`config.mk`:
```
export PLATFORM = sky130hd
export DESIGN_NAME = idw_ram
export DESIGN_NICKNAME = d
export VERILOG_FILES = /design/src/rtl/core/idw_ram.sv
export SDC_FILE = /design/constraint.sdc
export NUM_CORES = 1
export LEC_CHECK = 0
export BUFFER_PORTS_ARGS = -buffer_cell sky130_fd_sc_hd__buf_2
export CELL_PAD_IN_SITES_DETAIL_PLACEMENT = 0
export CELL_PAD_IN_SITES_GLOBAL_PLACEMENT = 2
export CORE_MARGIN = 2
export CORE_UTILIZATION = 37
export CTS_BUF_LIST = sky130_fd_sc_hd__clkbuf_8
export CTS_CLUSTER_DIAMETER = 30
export DETAILED_ROUTE_END_ITERATION = 10
export GPL_ROUTABILITY_DRIVEN = 1
export PLACE_DENSITY_LB_ADDON = 0.1
export SYNTH_ARGS = -nofsm -noshare
export SYNTH_HDL_FRONTEND = slang
export SYNTH_SLANG_ARGS = --single-unit
```
`constraint.sdc`:
```
create_clock -name clk -period 1.9 [get_ports clk]
set_input_delay 0.095 -clock clk [delete_from_list [all_inputs] [get_ports clk]]
set_output_delay 0.095 -clock clk [all_outputs]
set_load 0.02 [all_outputs]
```
`src/rtl/core/idw_ram.sv`:
```
// Generic single-port RAM with registered read.
module idw_ram #(
  parameter int WIDTH = 8,
  parameter int DEPTH = 16
) (
  input  logic                     clk,
  input  logic                     we,
  input  logic [$clog2(DEPTH)-1:0] addr,
  input  logic [WIDTH-1:0]         wdata,
  output logic [WIDTH-1:0]         rdata
);
  logic [WIDTH-1:0] mem [DEPTH];

  always_ff @(posedge clk) begin
    if (we) begin
      mem[addr] <= wdata;
    end
    rdata <= mem[addr];
  end
endmodule

```
# [After elaboration in Yosys (flattened, before gate mapping)]
# Memories as Yosys holds them, arrays and structs flattened. A register that Yosys moved wholly into a read port is not among the register bits.
# Cells that the tools add are included.
[word_totals] memories=1 wordCells=3 output_inout_bits=8 reg_bits=0 ramBits=128 input_bits=14
[classes] n_mux=2
[mem_list] name="mem" depth=16 word_bits=8 rd=1 rd_ports_with_merged_regs=1 wr=1 line_no="12" rtl="logic [WIDTH-1:0] mem [DEPTH];"
[op_table] op="$mux 1" count=2

# [Depth between registers and ports, before layout]
[depth] depth_word=2 ltp_mapped=5 mapped_depth_nobuf=3

# [Least setup slack after synthesis]
# No wires, ideal clock.
[synth_path] path_kind="input to register" start="input addr[2]" end="memory mem[0][0], enable pin" t_required_ps=1517 path_slack_ps=312 n_path_buf=0 t_arrival_ps=1205 path_stages=2 setup_ps=383 path_cell_list="or3b_2 nor3_1"
[synth_lines] element="start: declaration" line_no="8" rtl="input logic [$clog2(DEPTH)-1:0] addr,"
[synth_lines] element="end: declaration" line_no="12"
# No word-level cell before the write port.

==> run metrics <==
hpwl dp=between 6000 and 7000 um; DRC violations left=0; Synth Warn #=0; worst path arrival time=1720 ps; largest net degree at the start of global routing=27; Avg Vias per Cell=~5.0; Clock power frac=about 33%; Cell Int Power=0.00433 W; post-placement cell count=~450; Layout Nets=approximately 300; register area share after synthesis=79.0%; Synth area leader=edfxtp_1; Routed WL=~11,000 um; H-tree Lvls=4; dominant cells by area after synthesis=edfxtp_1, mux4_2, dfxtp_1; Post-synth EDFFs=128; crit path from=mem[3][6]$_DFFE_PP_; ratio of cells with drive above 1 in the final layout=35.0%; Hold Crit Depth=1; CTS clock-pin slew for the worst setup and hold paths=70 ps; Layout Utilization=44.3%; WS Path Type=flop to flop; FF-to-FF End=rdata[6]$_DFF_P_; Max Cap Viol=0; PortBufs=21; Final Skew=6.22 ps; Hold Violations, Final=0; ys flop type=edfxtp_1; CTS resizes=0; CP max stage cell=mux4_2; fillers=1,165; Die ar.=0.0146 mm2; initial antenna violation count=0; Layout area overhead=16.3%; final cell count without fillers=approximately 480; Avg Synthesized Cell Area=22.0 um2; Unique masters post-synth=18; vias in the first global route=2,526; Top delay family on crit path=multiplexers; sw frac=a little over a fifth; Worst setup SP type=flop; Slew HR=54.8%; Root Buffer=clkbuf_8; gpl congestion=approximately 0.75; Die Width=121 um; Crit path largest cell delay=470 ps; Cell Rows=42; worst path cell trace=mux4_2 > a22oi_1 > nand2_1; core area=0.0133 mm2; setup TNS=0 ps; count leader, synth=edfxtp_1; hold path start=wdata[7]; final setup fails=0; Reg2Reg Depth=3; Worst-Margin Slew=roughly 680 ps; CP max FO=1; fin. max-slew vios=0; Switching Power=0.00121 W; RSZ-0062 raised after global routing=no; synth cell count leaders=edfxtp_1, mux4_2, a22oi_1; leakage power=1.97 nW; flop2flop setup slack=480 ps; Post-synth ARST share=0%; worst vdd ir=just over 0.6 mV; Total Power=0.00554 W; Syn Inst Count=230; Overflow after GRT=0; GRT Resource Usage Total=16.4%; CP endpoint kind=flop; TritonCTS Buffers=17; initial drt markers=179; area share of the largest cell type after synthesis=between 70% and 80%; final period demand of the worst path=1420 ps; # IOs=22; total clock sinks=roughly 140; clk_lat worst skew=430 ps; Pwr Density=940 mW/mm2; combinational fraction of design power=under 10%; Routed wire per std cell=22.3 um; Die Ht=~120 um; Flop pwr share=just over 60%; antenna fix cells=0; Achievable Freq=between 700 and 800 MHz; post-route ant nets=0; first-pass GRT wire length=16,400 um; cts hold-fix bufs=0; postcts setup bufs=0; Post-Syn Nets=244; reg2reg start=mem[3][6]$_DFFE_PP_; final period utilization=74.5%; required time of the critical path=~2200 ps; synthesis-stage register bit count=136; DR pass1 iterations=4; Critical path buffers and inverters=0; DR vias=2,397; initial cell density of the core=38.1%; TritonCTS clock tree=built; Hold Crit Class=input pin to flop; WHS Endpoint=mem[7][7]$_DFFE_PP_; Mapped Area=~0.005 mm2; outcome=complete, no violations; CTS Buffer Depth=2
[worst max-delay path by stage]
stage	end	slack, ps	cells past startpoint
finish	rdata[6]$_DFF_P_	480	3
global route	rdata[3]$_DFF_P_	440	3
CTS	rdata[6]$_DFF_P_	530	3
detailed placement	rdata[5]$_DFF_P_	260	5
global placement	rdata[5]$_DFF_P_	230	5
floorplan	mem[0][0]$_DFFE_PP_	310	2
[worst register-to-register path, stage by stage, from the launching register on]
cell	delay (ps)
edfxtp_1	370
mux4_2	470
a22oi_1	330
nand2_1	120
[stage by stage]
stage          hold WS, ps  cell area (um2)  worst slack (ps)
2_1_floorplan          194             5070               312
3_3_place_gp           498             5610               228
3_5_place_dp           509             5610               261
4_1_cts               19.5             5890               527
5_1_grt               31.5             5890               436
6_report              48.9             5890               484
[flip-flops by register name, summed over array words and instances, names as in the netlist]
| signal | count |
|---|---|
| mem | 128 |
| rdata | 8 |
[metal layers]
metal  part of all wire [%]  track usage, %
met1                     47            22.4
met2                     48            25.1
met3                    3.7            5.31
met4                    1.0            4.80
met5                      0               0
[layout by cell type, fill, tap and decap left out]
cell        count
a22oi_1        16
and2_1          1
buf_12          2
buf_2          21
buf_4          31
clkbuf_8       17
clkinv_1        5
clkinv_2        1
clkinvlp_4      1
dfxtp_1         8
edfxtp_1      128
inv_1           6
mux4_2         32
nand2_1         9
nand2b_1        2
nand3_1         1
nand3b_1        2
nor2_1         13
nor2b_1         2
nor3_1          4
or3b_2          1
[layout make-up]
cell class | count | area [um2] | share of cell area [%]
Clock buffer | 17 | 234 | 3.97
Sequential cell | 136 | 4000 | 67.9
Multi-Input combinational cell | 83 | 1000 | 17.0
Clock inverter | 13 | 53.8 | 0.913
Tap cell | 176 | 220 | 3.74
Timing Repair Buffer | 54 | 378 | 6.41
[power by group through the flow]
stage	logic (W)	clock network (W)	registers, W
after CTS	0.000363	0.00187	0.00338
after global placement	0.000361	0	0.00344
after detailed placement	0.000362	0	0.00344
final	0.000353	0.00181	0.00337
after global routing	0.000385	0.00200	0.00338
after floorplan	0.000173	0	0.00346
[kinds of logic after synthesis]
kind of cell           Yosys count  share of synthesized area, %
AOI/OAI and AO/OA               16                          2.37
muxes                           32                          14.2
and+or+nand+nor                 35                          3.21
DFF                            136                          79.0
buffers and inverters           11                          1.19
(Power assumes the default switching activity.)
