[src/rtl/core/idw_pkg.sv]
// Shared types and constants for the IDW point interpolator.
package idw_pkg;

  // Input item opcodes
  localparam logic OP_LOAD  = 1'b0;
  localparam logic OP_QUERY = 1'b1;

  // Result status codes
  localparam logic [1:0] ST_WEIGHTED = 2'd0;
  localparam logic [1:0] ST_HIT      = 2'd1;
  localparam logic [1:0] ST_EMPTY    = 2'd2;

  // Register indexes
  localparam int REG_OMEGA_SCALE = 0;
  localparam int REG_POINT_COUNT = 1;

  localparam logic [31:0] OMEGA_SCALE_RST = 32'd411775;

  // Table entry layout: x, y, z, cells, thickness
  localparam int ENTRY_W = 144;

  typedef enum logic [3:0] {
    S_IDLE,
    S_RD,      // table read issued
    S_DX,      // square x difference
    S_DY,
    S_DZ,
    S_OMEGA,   // cells * scale
    S_CHECK,   // hit test, start reciprocal
    S_RECIP,   // 64-step reciprocal
    S_MULO,    // w * omega, low/high halves
    S_MULT,    // w * thickness
    S_NEXT,
    S_DIVO,    // 128-step division for omega
    S_DIVT,    // 128-step division for thickness
    S_OUT
  } state_t;

  // Divider control
  typedef struct packed {
    logic start;
    logic wide;   // 1: 128-bit dividend, else 64
  } div_ctl_t;

endpackage

[src/rtl/core/idw_div.sv]
// Restoring divider, one quotient bit a cycle, 64- or 128-bit dividend, 128-bit divisor.
module idw_div (
  input  logic                 clk,
  input  logic                 rst_n,
  input  idw_pkg::div_ctl_t    ctl,
  input  logic [127:0]         num,
  input  logic [127:0]         den,
  output logic                 done,
  output logic [127:0]         quo
);
  import idw_pkg::*;

  logic [127:0] rem_r, rem_nxt;
  logic [127:0] num_r, num_nxt;
  logic [127:0] quo_r, quo_nxt;
  logic [7:0]   cnt_r, cnt_nxt;
  logic         busy_r, busy_nxt;
  logic [128:0] trial;
  logic [127:0] shifted;

  // One step: shift in next dividend bit, compare, subtract
  always_comb begin
    rem_nxt  = rem_r;
    num_nxt  = num_r;
    quo_nxt  = quo_r;
    cnt_nxt  = cnt_r;
    busy_nxt = busy_r;
    shifted  = {rem_r[126:0], num_r[127]};
    trial    = {1'b0, shifted} - {1'b0, den};
    if (ctl.start) begin
      rem_nxt  = '0;
      num_nxt  = ctl.wide ? num : {num[63:0], 64'd0};
      quo_nxt  = '0;
      cnt_nxt  = ctl.wide ? 8'd128 : 8'd64;
      busy_nxt = 1'b1;
    end else if (busy_r) begin
      num_nxt = {num_r[126:0], 1'b0};
      // rem_r[127] set means shifted exceeds any divisor below 2^128
      if (rem_r[127] || !trial[128]) begin
        rem_nxt = trial[127:0];
        quo_nxt = {quo_r[126:0], 1'b1};
      end else begin
        rem_nxt = shifted;
        quo_nxt = {quo_r[126:0], 1'b0};
      end
      cnt_nxt = cnt_r - 8'd1;
      if (cnt_r == 8'd1) begin
        busy_nxt = 1'b0;
      end
    end
  end

  always_ff @(posedge clk) begin
    if (!rst_n) begin
      busy_r <= 1'b0;
      cnt_r  <= '0;
    end else begin
      busy_r <= busy_nxt;
      cnt_r  <= cnt_nxt;
    end
    rem_r <= rem_nxt;
    num_r <= num_nxt;
    quo_r <= quo_nxt;
  end

  assign done = busy_r && (cnt_r == 8'd1);
  assign quo  = quo_nxt;
endmodule

[config.mk]
export PLATFORM = sky130hd
export DESIGN_NAME = idw_div
export DESIGN_NICKNAME = d
export VERILOG_FILES = /design/src/rtl/core/idw_pkg.sv /design/src/rtl/core/idw_div.sv
export SDC_FILE = /design/constraint.sdc
export NUM_CORES = 1
export LEC_CHECK = 0
export BUFFER_PORTS_ARGS = -buffer_cell sky130_fd_sc_hd__buf_2
export CAP_MARGIN = 20
export CORE_ASPECT_RATIO = 0.9
export CORE_MARGIN = 2
export CORE_UTILIZATION = 30
export CTS_CLUSTER_DIAMETER = 150
export DETAILED_ROUTE_END_ITERATION = 16
export GPL_TIMING_DRIVEN = 0
export HOLD_SLACK_MARGIN = 0.02
export SETUP_SLACK_MARGIN = 0.4
export SYNTH_ARGS = -nofsm -noshare
export SYNTH_HDL_FRONTEND = slang
export SYNTH_SLANG_ARGS = --single-unit
[constraint.sdc]
create_clock -name clk -period 5.3 [get_ports clk]
set_input_delay 1.06 -clock clk [delete_from_list [all_inputs] [get_ports clk]]
set_output_delay 1.06 -clock clk [all_outputs]
set_load 0.02 [all_outputs]
Word-level counts from Yosys, hierarchy flattened
Index checks and enable logic that the tools add are counted. W data, S select, Z words.

Word-level logic and storage cells: 25. Output and inout bits: 129. Register bits after elaboration: 393. Input bits: 260.

Equal/unequal tests: 1. Mux-type cells: 13. Reduce and logical (&&, ||, !) cells: 4. Add/sub/neg operators: 2.

Operators with widths (number): $mux W128 (6); $sub A128 B128 Y129 (1); $mux W8 (3); $eq A8 B1 Y1 const B (1); $sub A8 B1 Y8 const B (1); $mux W1 (4); $reduce_bool A2 Y1 (1); $logic_and A1 B1 Y1 (1); $logic_not A1 Y1 (1); $logic_or A1 B1 Y1 (1).

Depth between registers and ports, before layout
Word-level depth: 6. Mapped depth: 17. Gate-level depth less buffers: 15.

Least setup slack after synthesis
OpenSTA, ideal clock, no wires.

Path kind: input -> output. From: input port den[44]. To: output port quo[0]. Path buffers: 3. Required time: 4.240 ns. Data arrival time: 4.007 ns. Cell stages on the path: 16. Slack: 0.233 ns. Path through: inv_1 > ha_1 > clkbuf_1 > nand2_1 > nor2_1 > nand4_1 > or4_1 > a21oi_2 > o21ai_2 > o311ai_2 > a41oi_2 > o21ai_2 > buf_4 > nand2_1 > buf_2 > nand2_1.

Word-level cells in the longest chain between the ends: 6.

RTL lines: from (decl) (RTL line idw_div.sv:7) `input logic [127:0] den,`; $sub A128 B128 Y129 (RTL line idw_div.sv:29) `trial = {1'b0, shifted} - {1'b0, den};`; $logic_not A1 Y1 (RTL line idw_div.sv:39) `if (rem_r[127] || !trial[128]) begin`; $logic_or A1 B1 Y1 (RTL line idw_div.sv:39); $mux W1 (RTL line idw_div.sv:39); $mux W128 (RTL line idw_div.sv:36) `end else if (busy_r) begin`; $mux W128 (RTL line idw_div.sv:30) `if (ctl.start) begin`; to (decl) (RTL line idw_div.sv:9) `output logic [127:0] quo`.

Every way passes these cells.

Worst setup path after layout
From: input port den[43]. To: output port quo[0].

The elaborated chain is that of the path after synthesis.

==> metrics.cfg <==
[outcome]
status=finished, final reports clean

[power]
ir_drop_mv=0.209
p_per_area_mw_per_mm2=275
p_leak_nw=13.8

[synthesis]
synth_area_leader_cell=dfxtp_1
synth_cell_types=79
async_flop_share=0
seq_area_frac_synth=0.359
synth_nets=3560
synth_edf_count=128
ys_top_cells_by_area=dfxtp_1, edfxtp_1, mux2i_1, nor2_1, a21oi_1
ys.flop_type=dfxtp_1
synth_top_area_frac=0.208
avgSynthCellArea_um2=8.03
yosysMostFrequentCell=nor2_1
synth_cells=3169
yosys_warnings=0
synth.cell_area_mm2=0.0255
yosys-top-cells-count=nor2_1, a21oi_1, dfxtp_1, nand2_1, inv_1
ys_ff_latch=393

[global_routing]
grt_pass1_vias=23600
grtUsageTotal=0.198
grt_overflow=0
grt_pass1_wl_mm=136
antenna_found_initial=19
grt_max_degree=79

[floorplanning]
num_rows=101
initial_core_util=0.302
dieArea_mm2=0.0872
ios=389
die_x_um=311
core_area_mm2=0.0842
die-height_um=280

[timing]
skew_ns=0.0264
final.setup.tns_ns=0
max_freq_mhz=197
worst_pin_slew_ns=0.971
max_slew_margin=0.353
finalCriticalPeriod_ns=5.07
hold_viol=0
rsz0062_at_grt=yes
final_max_slew_viol_count=0
timing.hold.ws_ns=0.492
fin_crit_sh=0.956
setup_viol=0

[routing]
drt_first_pass_iters=5
drt-initial-drc-count=1891
ant_nets=0
wl_mm=90.1
viasPerCell=5.10
drt-wirelength-per-cell_um=18.6
drc=0
vias=24600

[finish]
area_growth_pct=23.8
fin_util=0.375
multi_input_area_mm2=0.0152
fillCellCount=8938
drive_above_1_share=0.176
finalNetCount=4043
ff_latch_area_mm2=0.00915
final_cells=4831

[place]
place_congestion=0.942
dp_cells=4694
hpwl_mm=70.4
io_buffers=386

[job]
cap_violations=0

[worst_hold_path]
hold_depth=2
hold_start=rem_r[120]
hold_end=rem_r[120]
min_path_type=reg -> reg

[worst_setup_path]
worst_path_most_repeated_cell=buf_6
cp_max_fo=3
r2r_end=rem_r[105]
startpoint_type=input pin
path_class=in -> out
r2r_start=rem_r[34]
r2r_slack_ns=0.91
cp.arrival_ns=4.01
crit_slowest_cell=or4_4
slowest_delay_ns=0.59
rr_worst_depth=14
cp_cell_sequence=buf_6 > inv_4 > ha_4 > buf_6 > nand2_4 > nor2_4 > nand4_1 > or4_4 > a21oi_4 > o21ai_4 > o311ai_4 > a41oi_4 > o21ai_4 > buf_12 > nand2_8 > buf_8 > nand2_8 > buf_6
setup.worst_path.end_class=output port
critical_path_required_ns=4.24

[cts]
insertion_delay_ns=0.63
cts_made_buffers=47
clockRootBuffer=clkbuf_16
cts_tree=built
htree_levels=2
clock-sinks=393
clk_pin_slew_worst_paths_ns=0.06
clockBufferDepth=3

-- timing repair --
item / 4_1_cts / 5_1_grt
setup buffers: 29 / 12
pin swaps: 23 / 27
hold buffers: 0 / 0
resized for setup: 94 / 46
endpoints found under the setup margin: 2 / 41
-- layout make-up --
cell class / count / area share
Antenna cell: 8 / 0.000635
Clock buffer: 59 / 0.0394
Sequential cell: 393 / 0.290
Clock inverter: 28 / 0.0105
Buffer: 194 / 0.0281
Multi-Input combinational cell: 2345 / 0.481
Inverter: 237 / 0.0285
Tap cell: 1133 / 0.0450
Timing Repair Buffer: 434 / 0.0762
-- report_power, final --
part	internal, mW	switching (mW)	leakage, nW
sequential	3.31	0.0973	3.46
combinational	0.742	1.19	9.58
clock	1.85	1.47	0.761
-- routing by layer --
metal	vias to the layer above	track usage	share of wire	wire length, um
met1	11600	0.276	0.46	41700
met2	733	0.310	0.44	39800
met5	-	0	0.00039	35
li1	12100	-	-	-
met3	145	0.0346	0.066	5910
met4	6	0.0621	0.029	2580
-- sequential cells by signal (all words and copies together) (netlist names) --
signal	cells
num_r	128
cnt_r	8
rem_r	128
busy_r	1
quo_r	128
-- worst max path at each step --
| stage | startpoint | endpoint | cells after the start |
|---|---|---|---|
| CTS | den[45] | quo[0] | 18 |
| floorplan | den[32] | quo[0] | 15 |
| global placement | ctl[1] | num_r[77] | 4 |
| global route | den[42] | quo[0] | 18 |
| detailed placement | den[32] | quo[0] | 17 |
| finish | den[43] | quo[0] | 18 |
-- kinds of logic (layout without fill, tap and decap cells) --
kind of cell	after synthesis	count (layout)	synth area share
mux	216	216	0.0852
other cells	0	8	0
xor+xnor	118	118	0.0406
simple gates	970	970	0.164
flops	393	393	0.359
compound gates	910	910	0.220
buf+inv	431	952	0.0658
fa+ha+maj	131	131	0.0647
-- through the flow --
step / area [um2] / setup slack (ns) / power (mW)
6_report: 31500 / 0.231 / 8.66
5_1_grt: 31500 / 0.115 / 9.07
4_1_cts: 31200 / 0.105 / 8.69
3_5_place_dp: 28900 / -1.07 / 5.24
3_3_place_gp: 28800 / -1.20 / 5.23
2_1_floorplan: 25500 / 0.409 / 4.69
-- cells in the final DEF (no fill, tap or decap), types with 8 or more instances in the layout --
master	Yosys	layout
nand3_1	38	38
buf_2	19	393
a21boi_0	14	14
clkbuf_16	0	47
o21a_1	17	17
dfxtp_1	265	265
buf_6	0	14
nor2b_1	17	16
ha_4	0	25
o21ai_1	9	11
diode_2	0	8
nand2_4	0	8
o21bai_1	31	31
inv_1	236	222
clkbuf_1	147	145
and3_1	12	12
a21o_1	88	88
xor2_1	52	52
xnor2_1	66	66
o21ai_0	179	174
nor3_1	38	38
a211oi_1	109	108
a31oi_1	17	16
nand4_1	57	57
clkbuf_2	0	10
mux2i_1	211	211
ha_1	130	103
or3_1	15	15
inv_2	1	12
edfxtp_1	128	128
nand2_1	241	230
o31ai_1	14	14
a21oi_1	356	355
nand2b_1	17	16
clkinv_2	0	10
buf_1	19	19
nor2_1	499	496
nor4_1	9	9
buf_4	9	48
-- worst max-delay path, delay by kind of cell --
family / cells / cell delay [ns]
compound gates: 5 / 1.05
fa+ha+maj: 1 / 0.25
buf+inv: 6 / 0.58
simple gates: 6 / 1.04
Power figures use the tool's default switching activity.
